$ cat src/rtl/core/md5he_pkg.sv
// Types, round constants and initial values for the MD5 engine.
`timescale 1ns / 1ps

package md5he_pkg;

    typedef logic [3:0][31:0] md5he_words_t;

    // One write into the block buffer; lanes are byte enables.
    typedef struct packed {
        logic        we;
        logic [3:0]  addr;
        logic [3:0]  lane_en;
        logic [31:0] data;
    } md5he_buf_wr_t;

    // Status from the round unit to the sequencer.
    typedef struct packed {
        logic       last_round;
        logic [3:0] msg_idx;
    } md5he_rnd_stat_t;

    localparam md5he_words_t MD5_IV = {
        32'h10325476, 32'h98badcfe, 32'hefcdab89, 32'h67452301
    };

    localparam logic [31:0] MD5_PAD_BYTE = 32'h0000_0080;
    localparam logic [3:0]  MD5_LEN_WORD = 4'd14;
    localparam logic [3:0]  MD5_LAST_WORD = 4'd15;
    localparam logic [2:0]  MD5_WORD_BYTES = 3'd4;

    localparam logic [31:0] MD5_K [0:63] = '{
        32'hd76aa478, 32'he8c7b756, 32'h242070db, 32'hc1bdceee,
        32'hf57c0faf, 32'h4787c62a, 32'ha8304613, 32'hfd469501,
        32'h698098d8, 32'h8b44f7af, 32'hffff5bb1, 32'h895cd7be,
        32'h6b901122, 32'hfd987193, 32'ha679438e, 32'h49b40821,
        32'hf61e2562, 32'hc040b340, 32'h265e5a51, 32'he9b6c7aa,
        32'hd62f105d, 32'h02441453, 32'hd8a1e681, 32'he7d3fbc8,
        32'h21e1cde6, 32'hc33707d6, 32'hf4d50d87, 32'h455a14ed,
        32'ha9e3e905, 32'hfcefa3f8, 32'h676f02d9, 32'h8d2a4c8a,
        32'hfffa3942, 32'h8771f681, 32'h6d9d6122, 32'hfde5380c,
        32'ha4beea44, 32'h4bdecfa9, 32'hf6bb4b60, 32'hbebfbc70,
        32'h289b7ec6, 32'heaa127fa, 32'hd4ef3085, 32'h04881d05,
        32'hd9d4d039, 32'he6db99e5, 32'h1fa27cf8, 32'hc4ac5665,
        32'hf4292244, 32'h432aff97, 32'hab9423a7, 32'hfc93a039,
        32'h655b59c3, 32'h8f0ccc92, 32'hffeff47d, 32'h85845dd1,
        32'h6fa87e4f, 32'hfe2ce6e0, 32'ha3014314, 32'h4e0811a1,
        32'hf7537e82, 32'hbd3af235, 32'h2ad7d2bb, 32'heb86d391
    };

    localparam logic [4:0] MD5_S [0:15] = '{
        5'd7, 5'd12, 5'd17, 5'd22, 5'd5, 5'd9, 5'd14, 5'd20,
        5'd4, 5'd11, 5'd16, 5'd23, 5'd6, 5'd10, 5'd15, 5'd21
    };

endpackage

$ cat src/rtl/core/md5he_buf.sv
// Sixteen-word block buffer with byte-lane writes and one read port.
`timescale 1ns / 1ps

module md5he_buf
    import md5he_pkg::*;
(
    input  logic          aclk,
    input  md5he_buf_wr_t wr,
    input  logic [3:0]    rd_idx,
    output logic [31:0]   rd_data
);

    logic [31:0] words_reg [0:15];

    always_ff @(posedge aclk) begin
        if (wr.we) begin
            for (int l = 0; l < 4; l++) begin
                if (wr.lane_en[l]) begin
                    words_reg[wr.addr][8*l +: 8] <= wr.data[8*l +: 8];
                end
            end
        end
    end

    assign rd_data = words_reg[rd_idx];

endmodule

$ cat src/rtl/core/md5he_round.sv
// MD5 round unit: one of the 64 rounds per cycle while advance is high, on the working registers.
`timescale 1ns / 1ps

module md5he_round
    import md5he_pkg::*;
(
    input  logic            aclk,
    input  logic            aresetn,
    input  logic            start,
    input  logic            advance,
    input  md5he_words_t    chain_in,
    input  logic [31:0]     msg_word,
    output md5he_rnd_stat_t stat,
    output md5he_words_t    work_words
);

    logic [31:0] a_reg, b_reg, c_reg, d_reg;
    logic [5:0]  rnd_reg;
    logic [31:0] f_val;
    logic [3:0]  g_idx;
    logic [3:0]  i4;
    logic [31:0] t_sum;
    logic [4:0]  s_amt;
    logic [63:0] rot_wide;

    assign i4 = rnd_reg[3:0];

    always_comb begin
        case (rnd_reg[5:4])
            2'd0: begin
                f_val = d_reg ^ (b_reg & (c_reg ^ d_reg));
                g_idx = i4;
            end
            2'd1: begin
                f_val = c_reg ^ (d_reg & (b_reg ^ c_reg));
                g_idx = 4'({i4, 2'b00} + {2'b00, i4} + 6'd1);
            end
            2'd2: begin
                f_val = b_reg ^ c_reg ^ d_reg;
                g_idx = 4'({i4, 1'b0} + {1'b0, i4} + 5'd5);
            end
            default: begin
                f_val = c_reg ^ (b_reg | ~d_reg);
                g_idx = 4'({i4, 3'b000} - {3'b000, i4});
            end
        endcase
    end

    assign t_sum    = a_reg + f_val + MD5_K[rnd_reg] + msg_word;
    assign s_amt    = MD5_S[{rnd_reg[5:4], rnd_reg[1:0]}];
    assign rot_wide = {t_sum, t_sum} << s_amt;

    always_ff @(posedge aclk) begin
        if (start) begin
            a_reg <= chain_in[0];
            b_reg <= chain_in[1];
            c_reg <= chain_in[2];
            d_reg <= chain_in[3];
        end else if (advance) begin
            a_reg <= d_reg;
            d_reg <= c_reg;
            c_reg <= b_reg;
            b_reg <= b_reg + rot_wide[63:32];
        end
    end

    always_ff @(posedge aclk) begin
        if (!aresetn) begin
            rnd_reg <= '0;
        end else if (start) begin
            rnd_reg <= '0;
        end else if (advance) begin
            rnd_reg <= rnd_reg + 6'd1;
        end
    end

    assign stat.last_round = (rnd_reg == 6'd63);
    assign stat.msg_idx    = g_idx;
    assign work_words      = {d_reg, c_reg, b_reg, a_reg};

endmodule

$ cat src/rtl/core/md5_hash_engine_top.sv
// MD5 engine top level: word intake, padding sequencer and chaining state.
//
// Input channel s_*: one beat carries a little-endian word (s_data_word,
// first byte in bits 7:0), its valid byte count s_byte_count (0..4, values
// above 4 count as 4) and s_last_word. s_ready is high only while the engine
// is idle, so at most one beat is in work at a time.
// A beat is accepted, then written into the buffer, with a second write if its
// bytes straddle a buffer word. When a 64-byte block fills, the shared round
// unit runs 64 rounds, one per cycle, then folds the result into the chaining
// words and resumes the beat.
// A last beat also walks the padding one buffer word per cycle up to byte 56,
// pausing for a compression if the padding spills, writes the 64-bit length as
// two words and runs one or two compressions.
// Output channel m_*: one beat per message, digest bytes 0..7 on
// m_digest_first_half and 8..15 on m_digest_second_half. The digest sits in
// an output register; a stalled receiver holds the engine only when the next
// digest is ready while the previous one has not been taken.
// Reset (aresetn low, synchronous) restores the initial chaining words, clears
// the byte position and bit count and drops m_valid.
`timescale 1ns / 1ps

module md5_hash_engine_top
    import md5he_pkg::*;
(
    input  logic        aclk,
    input  logic        aresetn,
    input  logic        s_valid,
    output logic        s_ready,
    input  logic [31:0] s_data_word,
    input  logic [2:0]  s_byte_count,
    input  logic        s_last_word,
    output logic        m_valid,
    input  logic        m_ready,
    output logic [63:0] m_digest_first_half,
    output logic [63:0] m_digest_second_half
);

    localparam logic [2:0] ST_IDLE = 3'd0;
    localparam logic [2:0] ST_LOAD = 3'd1;
    localparam logic [2:0] ST_PAD  = 3'd2;
    localparam logic [2:0] ST_ZERO = 3'd3;
    localparam logic [2:0] ST_LEN  = 3'd4;
    localparam logic [2:0] ST_COMP = 3'd5;
    localparam logic [2:0] ST_ADD  = 3'd6;
    localparam logic [2:0] ST_FIN  = 3'd7;

    logic [2:0]   state_reg, state_next;
    logic [2:0]   ret_reg, ret_next;
    logic [5:0]   pos_reg, pos_next;
    logic [63:0]  bits_reg, bits_next;
    logic [31:0]  data_reg, data_next;
    logic [2:0]   rem_reg, rem_next;
    logic         last_reg, last_next;
    md5he_words_t chain_reg, chain_next;
    logic         m_valid_reg, m_valid_next;
    logic [63:0]  dig1_reg, dig1_next;
    logic [63:0]  dig2_reg, dig2_next;

    md5he_buf_wr_t   buf_wr;
    md5he_rnd_stat_t rnd_stat;
    md5he_words_t    work_words;
    logic [31:0]     msg_word;
    logic            rnd_start;
    logic            rnd_adv;

    logic [2:0] room;
    logic [2:0] take;
    logic [6:0] pos_sum;
    logic [3:0] lane_mask;
    logic [3:0] word_inc;

    md5he_buf u_buf (
        .aclk    (aclk),
        .wr      (buf_wr),
        .rd_idx  (rnd_stat.msg_idx),
        .rd_data (msg_word)
    );

    md5he_round u_round (
        .aclk       (aclk),
        .aresetn    (aresetn),
        .start      (rnd_start),
        .advance    (rnd_adv),
        .chain_in   (chain_reg),
        .msg_word   (msg_word),
        .stat       (rnd_stat),
        .work_words (work_words)
    );

    // Bytes that fit before the next word boundary.
    assign room      = MD5_WORD_BYTES - {1'b0, pos_reg[1:0]};
    assign take      = (rem_reg < room) ? rem_reg : room;
    assign pos_sum   = {1'b0, pos_reg} + {4'b0000, take};
    assign lane_mask = 4'((4'b1111 >> (MD5_WORD_BYTES - take)) << pos_reg[1:0]);
    assign word_inc  = pos_reg[5:2] + 4'd1;

    always_comb begin
        state_next   = state_reg;
        ret_next     = ret_reg;
        pos_next     = pos_reg;
        bits_next    = bits_reg;
        data_next    = data_reg;
        rem_next     = rem_reg;
        last_next    = last_reg;
        chain_next   = chain_reg;
        m_valid_next = m_valid_reg;
        dig1_next    = dig1_reg;
        dig2_next    = dig2_reg;
        buf_wr       = '0;
        rnd_start    = 1'b0;
        rnd_adv      = 1'b0;

        if (m_valid_reg && m_ready) begin
            m_valid_next = 1'b0;
        end

        unique case (state_reg)
            ST_IDLE: begin
                if (s_valid) begin
                    data_next  = s_data_word;
                    rem_next   = (s_byte_count > MD5_WORD_BYTES) ? MD5_WORD_BYTES
                                                                 : s_byte_count;
                    last_next  = s_last_word;
                    state_next = ST_LOAD;
                end
            end
            ST_LOAD: begin
                if (rem_reg != 3'd0) begin
                    buf_wr.we      = 1'b1;
                    buf_wr.addr    = pos_reg[5:2];
                    buf_wr.lane_en = lane_mask;
                    buf_wr.data    = data_reg << {pos_reg[1:0], 3'b000};
                    data_next      = data_reg >> {take, 3'b000};
                    rem_next       = rem_reg - take;
                    pos_next       = pos_sum[5:0];
                    bits_next      = bits_reg + {58'd0, take, 3'b000};
                    if (pos_sum[6]) begin
                        rnd_start  = 1'b1;
                        ret_next   = ST_LOAD;
                        state_next = ST_COMP;
                    end else if (rem_reg == take) begin
                        state_next = last_reg ? ST_PAD : ST_IDLE;
                    end
                end else begin
                    state_next = last_reg ? ST_PAD : ST_IDLE;
                end
            end
            ST_PAD: begin
                // Mark byte, then zero to the end of the word.
                buf_wr.we      = 1'b1;
                buf_wr.addr    = pos_reg[5:2];
                buf_wr.lane_en = 4'(4'b1111 << pos_reg[1:0]);
                buf_wr.data    = MD5_PAD_BYTE << {pos_reg[1:0], 3'b000};
                pos_next       = {word_inc, 2'b00};
                state_next     = ST_ZERO;
                if (pos_reg[5:2] == MD5_LAST_WORD) begin
                    rnd_start  = 1'b1;
                    ret_next   = ST_ZERO;
                    state_next = ST_COMP;
                end
            end
            ST_ZERO: begin
                buf_wr.we      = 1'b1;
                buf_wr.addr    = pos_reg[5:2];
                buf_wr.lane_en = 4'b1111;
                pos_next       = {word_inc, 2'b00};
                if (pos_reg[5:2] == MD5_LEN_WORD) begin
                    buf_wr.data = bits_reg[31:0];
                    state_next  = ST_LEN;
                end else begin
                    buf_wr.data = '0;
                    if (pos_reg[5:2] == MD5_LAST_WORD) begin
                        rnd_start  = 1'b1;
                        ret_next   = ST_ZERO;
                        state_next = ST_COMP;
                    end
                end
            end
            ST_LEN: begin
                buf_wr.we      = 1'b1;
                buf_wr.addr    = MD5_LAST_WORD;
                buf_wr.lane_en = 4'b1111;
                buf_wr.data    = bits_reg[63:32];
                pos_next       = '0;
                rnd_start      = 1'b1;
                ret_next       = ST_FIN;
                state_next     = ST_COMP;
            end
            ST_COMP: begin
                rnd_adv = 1'b1;
                if (rnd_stat.last_round) begin
                    state_next = ST_ADD;
                end
            end
            ST_ADD: begin
                for (int j = 0; j < 4; j++) begin
                    chain_next[j] = chain_reg[j] + work_words[j];
                end
                state_next = ret_reg;
            end
            ST_FIN: begin
                // Hold until the output register is free.
                if (!m_valid_reg || m_ready) begin
                    dig1_next    = {chain_reg[1], chain_reg[0]};
                    dig2_next    = {chain_reg[3], chain_reg[2]};
                    m_valid_next = 1'b1;
                    chain_next   = MD5_IV;
                    bits_next    = '0;
                    pos_next     = '0;
                    state_next   = ST_IDLE;
                end
            end
            default: begin
                state_next = ST_IDLE;
            end
        endcase
    end

    always_ff @(posedge aclk) begin
        if (!aresetn) begin
            state_reg   <= ST_IDLE;
            ret_reg     <= ST_IDLE;
            pos_reg     <= '0;
            bits_reg    <= '0;
            rem_reg     <= '0;
            last_reg    <= 1'b0;
            chain_reg   <= MD5_IV;
            m_valid_reg <= 1'b0;
        end else begin
            state_reg   <= state_next;
            ret_reg     <= ret_next;
            pos_reg     <= pos_next;
            bits_reg    <= bits_next;
            rem_reg     <= rem_next;
            last_reg    <= last_next;
            chain_reg   <= chain_next;
            m_valid_reg <= m_valid_next;
        end
    end

    always_ff @(posedge aclk) begin
        data_reg <= data_next;
        dig1_reg <= dig1_next;
        dig2_reg <= dig2_next;
    end

    assign s_ready              = (state_reg == ST_IDLE);
    assign m_valid              = m_valid_reg;
    assign m_digest_first_half  = dig1_reg;
    assign m_digest_second_half = dig2_reg;

endmodule

$ cat config.mk
export PLATFORM = sky130hd
export DESIGN_NAME = md5_hash_engine_top
export DESIGN_NICKNAME = d
export VERILOG_FILES = /design/src/rtl/core/md5he_pkg.sv /design/src/rtl/core/md5he_buf.sv /design/src/rtl/core/md5he_round.sv /design/src/rtl/core/md5_hash_engine_top.sv
export SDC_FILE = /design/constraint.sdc
export NUM_CORES = 2
export LEC_CHECK = 0
export BUFFER_PORTS_ARGS = -buffer_cell sky130_fd_sc_hd__buf_2
export CORE_ASPECT_RATIO = 1.5
export CORE_MARGIN = 2
export CORE_UTILIZATION = 55
export CTS_CLUSTER_SIZE = 28
export DETAILED_ROUTE_END_ITERATION = 10
export PLACE_DENSITY = 0.75
export SETUP_SLACK_MARGIN = 0.2
export SYNTH_ARGS = -nofsm -noshare
export SYNTH_HDL_FRONTEND = slang
export SYNTH_SLANG_ARGS = --single-unit
$ cat constraint.sdc
create_clock -name aclk -period 9.8 [get_ports aclk]
set_input_delay 0.49 -clock aclk [delete_from_list [all_inputs] [get_ports aclk]]
set_output_delay 0.49 -clock aclk [all_outputs]
set_load 0.1 [all_outputs]
* Yosys cells after proc, flatten, opt, wreduce, memory -nomap -nowiden *
Memories as Yosys holds them, arrays and structs flattened.
Cells that the tools add are included.
W data, S select, Z words.

word-level totals
  input bits = 40
  memories = 3
  memory bits (read-only) = 2128
  bits in latches = 0
  bits in registers = 503
  memory bits (writable) = 512

memory list
  name             words  width  rd ports  clocked after memory_dff  wr ports  RTL line           RTL
  (no name shown)  64     32     1         0                         0         md5he_round.sv:49  assign t_sum = a_reg + f_val + MD5_K[rnd_reg] + msg_word;
  u_buf.words_reg  16     32     1         0                         1         md5he_buf.sv:13    logic [31:0] words_reg [0:15];
  (no name shown)  16     5      1         0                         0         md5he_round.sv:50  assign s_amt = MD5_S[{rnd_reg[5:4], rnd_reg[1:0]}];

operators by class
  bitwise operators = 13
  divide/modulo/power cells = 0
  $add $sub $neg = 20
  multiply operators = 0
  eq/ne operators = 21
  order comparisons = 4
  shift-type cells = 7
  reductions and logical operators = 22
  multiplexer cells = 70

operators with widths
  cell                    count
  $mux W32                13
  $add A32 B32 Y32        8
  $pmux W128 S2           1
  $xor A32 B32 Y32        6
  $pmux W41 S4            1
  $mux W128               1
  $mux W64                2
  $pmux W64 S2            1
  $pmux W32 S3            1
  $add A64 B6 Y64         1
  $and A32 B32 Y32        2
  $pmux W32 S2            1
  $shl A64 B5 Y64         1
  $mux W3                 17
  $mux W41                1
  $not A32 Y32            1
  $or A32 B32 Y32         1
  $shl A32 B5 Y32         1
  $shl A8 B5 Y32 const A  1
  $shr A32 B6 Y32         1
  $pmux W3 S8             1
  $pmux W6 S4             1
  $mux W1                 20
  $eq A3 B3 Y1 const B    4
  other kinds (49)        69

* Depth between registers and ports, before layout *
  depth after elaboration = 11
  mapped depth = 45
  depth with buffers taken out = 41

* Hierarchy *
Synthesis repeated with hierarchy kept, for this count alone.

second synthesis, totals
  cell total of the unflattened synthesis = 5376
  area total of the unflattened synthesis = 58412.3 um^2

modules (own cells, without submodules)
  module               seq. area each (um^2)  area an instance (um^2)  times used  cells an instance
  md5_hash_engine_top  8928.6                 20971.4                  1           2256
  md5he_buf            15374.7                19458.7                  1           877
  md5he_round          3963.8                 17982.2                  1           2243

* Worst setup path before layout *
OpenSTA, ideal clock, no wires.

  kind = register to register
  start = reg u_round.rnd_reg[2]
  end = reg u_round.b_reg[31], data pin
  setup time = 269 ps
  data required time = 9531 ps
  cell stages (with the launch flop) = 45
  data arrival time = 10518 ps
  clock period less this slack = 10787 ps
  setup slack = -987 ps
  cell sequence = dfxtp_1 clkbuf_1 inv_1 clkbuf_1 clkbuf_1 ha_1 fa_1 xor3_1 nor2_1 o21ai_0 o31ai_1 buf_1 buf_1 mux2i_1 nand2_1 o21ai_0 fa_1 fa_1 [... 9 more ...] o21ai_1 a211oi_2 o311ai_4 nand2_1 mux4_2 o21ai_1 ha_1 a21oi_1 o211ai_1 a2111oi_0 nor3_1 o32ai_1 o221ai_1 nor4_1 a311o_1 nor2_1 o2111ai_1 o211ai_1

on the way
  longest elaborated chain between the ends = 10
  elaborated cells between the ends (all ways) = 17
  those cells by class = add/sub: 8; shift: 1; mux: 5; bitwise: 1; memory: 2

RTL lines
  item                                          RTL line           RTL
  from (decl)                                   md5he_round.sv:18  logic [5:0] rnd_reg;
  from (signal assigned)                        md5he_round.sv:73  rnd_reg <= rnd_reg + 6'd1;
  $not A6 Y7 (not written as such)              md5he_round.sv:49
  $mem_v2 Z64 W32                               n/a
  $mux W32 (not written as such) (2 in series)  md5he_round.sv:49
  $add A32 B32 Y32                              md5he_round.sv:49
  $add A32 B32 Y32 *                            md5he_round.sv:49
  $shl A64 B5 Y64 *                             md5he_round.sv:51  assign rot_wide = {t_sum, t_sum} << s_amt;
  $add A32 B32 Y32 *                            md5he_round.sv:63  b_reg <= b_reg + rot_wide[63:32];
  $mux W32 *                                    md5he_round.sv:59  end else if (advance) begin
  $mux W32 *                                    md5he_round.sv:54  if (start) begin
  to (signal assigned)                          md5he_round.sv:56  b_reg <= chain_in[1];
  to (signal assigned)                          md5he_round.sv:63
  to (decl)                                     md5he_round.sv:17  logic [31:0] a_reg, b_reg, c_reg, d_reg;

Mark *: on every way between the ends. The rest lies on a longest branch, timed or not. The select of a mux whose other input is x is not followed.
A chain may end at the register's enable or synchronous reset.

* Worst setup path in the final report *
  start = reg u_round.rnd_reg[1]
  end = reg u_round.b_reg[31], data pin

on the way
  longest elaborated chain between the ends = 10
  elaborated cells between the ends (all ways) = 21
  those cells by class = add/sub: 8; shift: 1; mux: 7; bitwise: 2; memory: 3

RTL lines
  item                                          RTL line
  $not A6 Y7 (not written as such)              md5he_round.sv:49
  $mem_v2 Z64 W32                               n/a
  $mux W32 (not written as such) (2 in series)  md5he_round.sv:49
  $add A32 B32 Y32 (2 in series)                md5he_round.sv:49
  $shl A64 B5 Y64 *                             md5he_round.sv:51
  $add A32 B32 Y32 *                            md5he_round.sv:63
  $mux W32 *                                    md5he_round.sv:59
  $mux W32 *                                    md5he_round.sv:54

Marks and branches as above.

==> results.md <==
* Io pins at 170
* Hold WC Path Type: in -> reg
* Clk_skew at 36.18 ps
* DR iter-0 viols at 4,579
* Critical path peak fanout at 26
* Largest net degree at the start of global routing at 133
* Post-synthesis compound-gate area fraction at 0.1601
* Vias in the first global route at 47,310
* Achievable frequency at 107.3 MHz
* NumNets Final at 6,300
* Yosys warns at 0
* Fin crit period at 9319 ps
* Total number of vias at 48,290
* Synth Area in Simple Gates at 0.1229
* Most frequent CP cell: buf_4
* Max_cap viols at 0
* Max rail drop VDD at 311.5 uV
* Library cells used by synthesis at 91
* Post-synthesis xor/xnor area fraction at 0.03308
* Syn_nets at 5,806
* Fin area at 68,120 sq um
* Overall routing resource usage at 0.3938
* Hold_ws at 37.33 ps
* CTS tree: yes
* Root Buffer: clkbuf_16
* Clock sink total at 1,012
* #FFs+latches synth at 1,012
* Worst path max stage delay at 470 ps
* Dpl hpwl at 156.5 mm
* Drt wl/cell at 29.20 microns
* Antenna violations before repair at 21
* Grt total ovfl at 0
* Area Growth Syn to Fin at 17.23%
* Largest family of logic cells by synthesized area: compound AO/OA/AOI/OAI gates
* RD Place Congestion at 1.079
* H-tree depth at 3
* Fillers at 8,261
* Max reg flops at 512
* Sequential Area at 28,280 sq um
* Final WL at 217.6 mm
* Worst slack, placed at -404.5 ps
* Seq/Total Area, Yosys at 0.4865
* Post-synthesis adder-cell area fraction at 0.08064
* RSZ-0062 raised after global routing: no
* Slowest-stage cell, CP: fa_1
* Via density at 6.482
* Leak at 0.02573 uW
* Endpoint class of the critical path: register
* DP Area at 63,540 sq um
* Status: completed
* WP buf/inv at 12
* PortBufs at 169
* Initial core utilization at 0.5522
* Required @ worst endpoint at 10,270 ps
* Row count at 146
* Area of the multi-input gates at 28,830 sq um
* Clock Latency Late Sink at 740 ps
* Final core utilization at 0.6474
* Gate Count Post-Synth at 5,459
* Critical path data arrival time at 9790 ps
* PD cells at 268.8 nW/um^2
* Worst-path clk slew at 70 ps
* ANT nets after route at 0
* Core ar. at 105,200 sq um
* Synth async-reset ratio at 0
* # setup viols final at 0
* First-pass GRT wire length at 311.5 mm
* Clock buffer depth at 3
* Total CTS buffers at 93
* Die X at 269.4 microns
* Primary FF master, synth: edfxtp_1
* EDFF count, synth at 800
* Mux share of post-synthesis cell area at 0.08306
* DRT Pass-1 Iters at 6
* Worst setup margin at 481.2 ps
* Fraction of layout cells with a size suffix above 1 at 0.2010
* Worst Setup Path Type: reg -> reg
* Startpoint type of the worst setup path: register
* Die area at 108,300 sq um
* Reg2reg setup slack at 480 ps
* # DRC at 0
* Final Cycle Share at 0.9509
* Slew headroom at 0.08223
* Synth Area per Inst at 10.64 sq um
* Worst-margin pin slew at 1362 ps
* Max-slew violation count at 0
* Die height at 402.1 microns
* Mapped cell area at 58,100 sq um
* Hold Vio Cnt, Final at 0
* CP delay by family, top: compound AO/OA/AOI/OAI gates
[kinds of logic after synthesis]
kind of cell | count (synthesis)
and+or+nand+nor | 1611
DFF | 1012
xor gates and xnor gates | 216
muxes | 307
buffers and inverters | 518
adders and majority gates | 338
AOI/OAI and AO/OA | 1457
[stage by stage]
step                      power, uW  TNS (ps)  std cells
after floorplan                9616         0       5459
after global placement        13450    -555.7       7224
after detailed placement      13550     -3101       7224
after CTS                     17520         0       7423
after global routing          19080         0       7441
final                         18310         0       7450
[per-layer routing]
metal	vias to the layer above	global-route usage	part of all wire
met2	2438	0.6628	0.48
met3	916	0.09393	0.077
met5	-	0	0.00082
met4	30	0.3965	0.12
li1	21450	-	-
met1	23460	0.3911	0.32
[layout make-up]
cell class | instances | area share
Multi-Input combinational cell | 3931 | 0.4233
Sequential cell | 1012 | 0.4152
Timing Repair Buffer | 687 | 0.07509
Clock buffer | 120 | 0.03714
Tap cell | 1406 | 0.02583
Inverter | 228 | 0.01269
Clock inverter | 56 | 0.01040
Antenna cell | 10 | 0.0003674
[power breakdown]
group | internal, uW | switching (uW) | leakage, uW
Sequential | 4980 | 255 | 0.00894
Combinational | 4230 | 4950 | 0.0152
Clock | 2150 | 1750 | 0.00157
Total | 11400 | 6950 | 0.0257
[cell usage after synthesis, drive strengths merged, types with 62 or more instances]
cell	count	area share
nor2	445	0.029
fa	71	0.024
nand2	611	0.039
clkbuf	228	0.015
nand3	182	0.016
ha	236	0.051
a21o	79	0.010
xor2	121	0.018
a211oi	73	0.0096
mux4	134	0.052
mux2i	112	0.019
o21ai	371	0.032
a21oi	368	0.032
xnor2	93	0.014
nor3	99	0.0085
edfxtp	800	0.41
a31oi	111	0.012
dfxtp	212	0.073
inv	225	0.015
buf	62	0.0043
[worst register-to-register path, delay by kind of cell, from the launching register on]
kind	cells	cell delay [ps]
AOI/OAI and AO/OA	15	2640
DFF	1	340
adders and majority gates	5	1780
buffers and inverters	12	1810
and+or+nand+nor	10	1540
muxes	4	970
[worst paths after layout]
kind | startpoint | to | cells after the start
worst max-delay path | u_round.rnd_reg[1] | u_round.b_reg[31] | 46
worst min-delay path | s_data_word[4] | data_reg[4] | 3
worst max register to register | u_round.rnd_reg[1] | u_round.b_reg[31] | 46
worst min register to register | ret_reg[0] | ret_reg[0] | 2
[placed cells by master (no fill, tap or decap), drive strengths merged, types with 54 or more instances in the layout]
cell and n:
xor2 121, mux4 135, a21o 79, xnor2 93, nand2 611, o21ai 371, inv 234, a21oi 368
clkbuf 123, buf 678, dfxtp 212, nor2 445, or3 54, nor3 99, nand3 182, mux2i 112
mux2 61, fa 71, ha 236, a211oi 73, edfxtp 800, a31oi 111
[repair_timing]
| action | CTS | global route |
|---|---|---|
| gates cloned | 1 | 4 |
| setup endpoints to repair | 19 | 20 |
| endpoints found under the hold margin | 6 | 0 |
| pin swaps | 7 | 46 |
| resized for setup | 42 | 162 |
| buffers inserted | 16 | 13 |
| hold buffers | 6 | 0 |
Note: power is estimated with default switching activity, not from simulation.
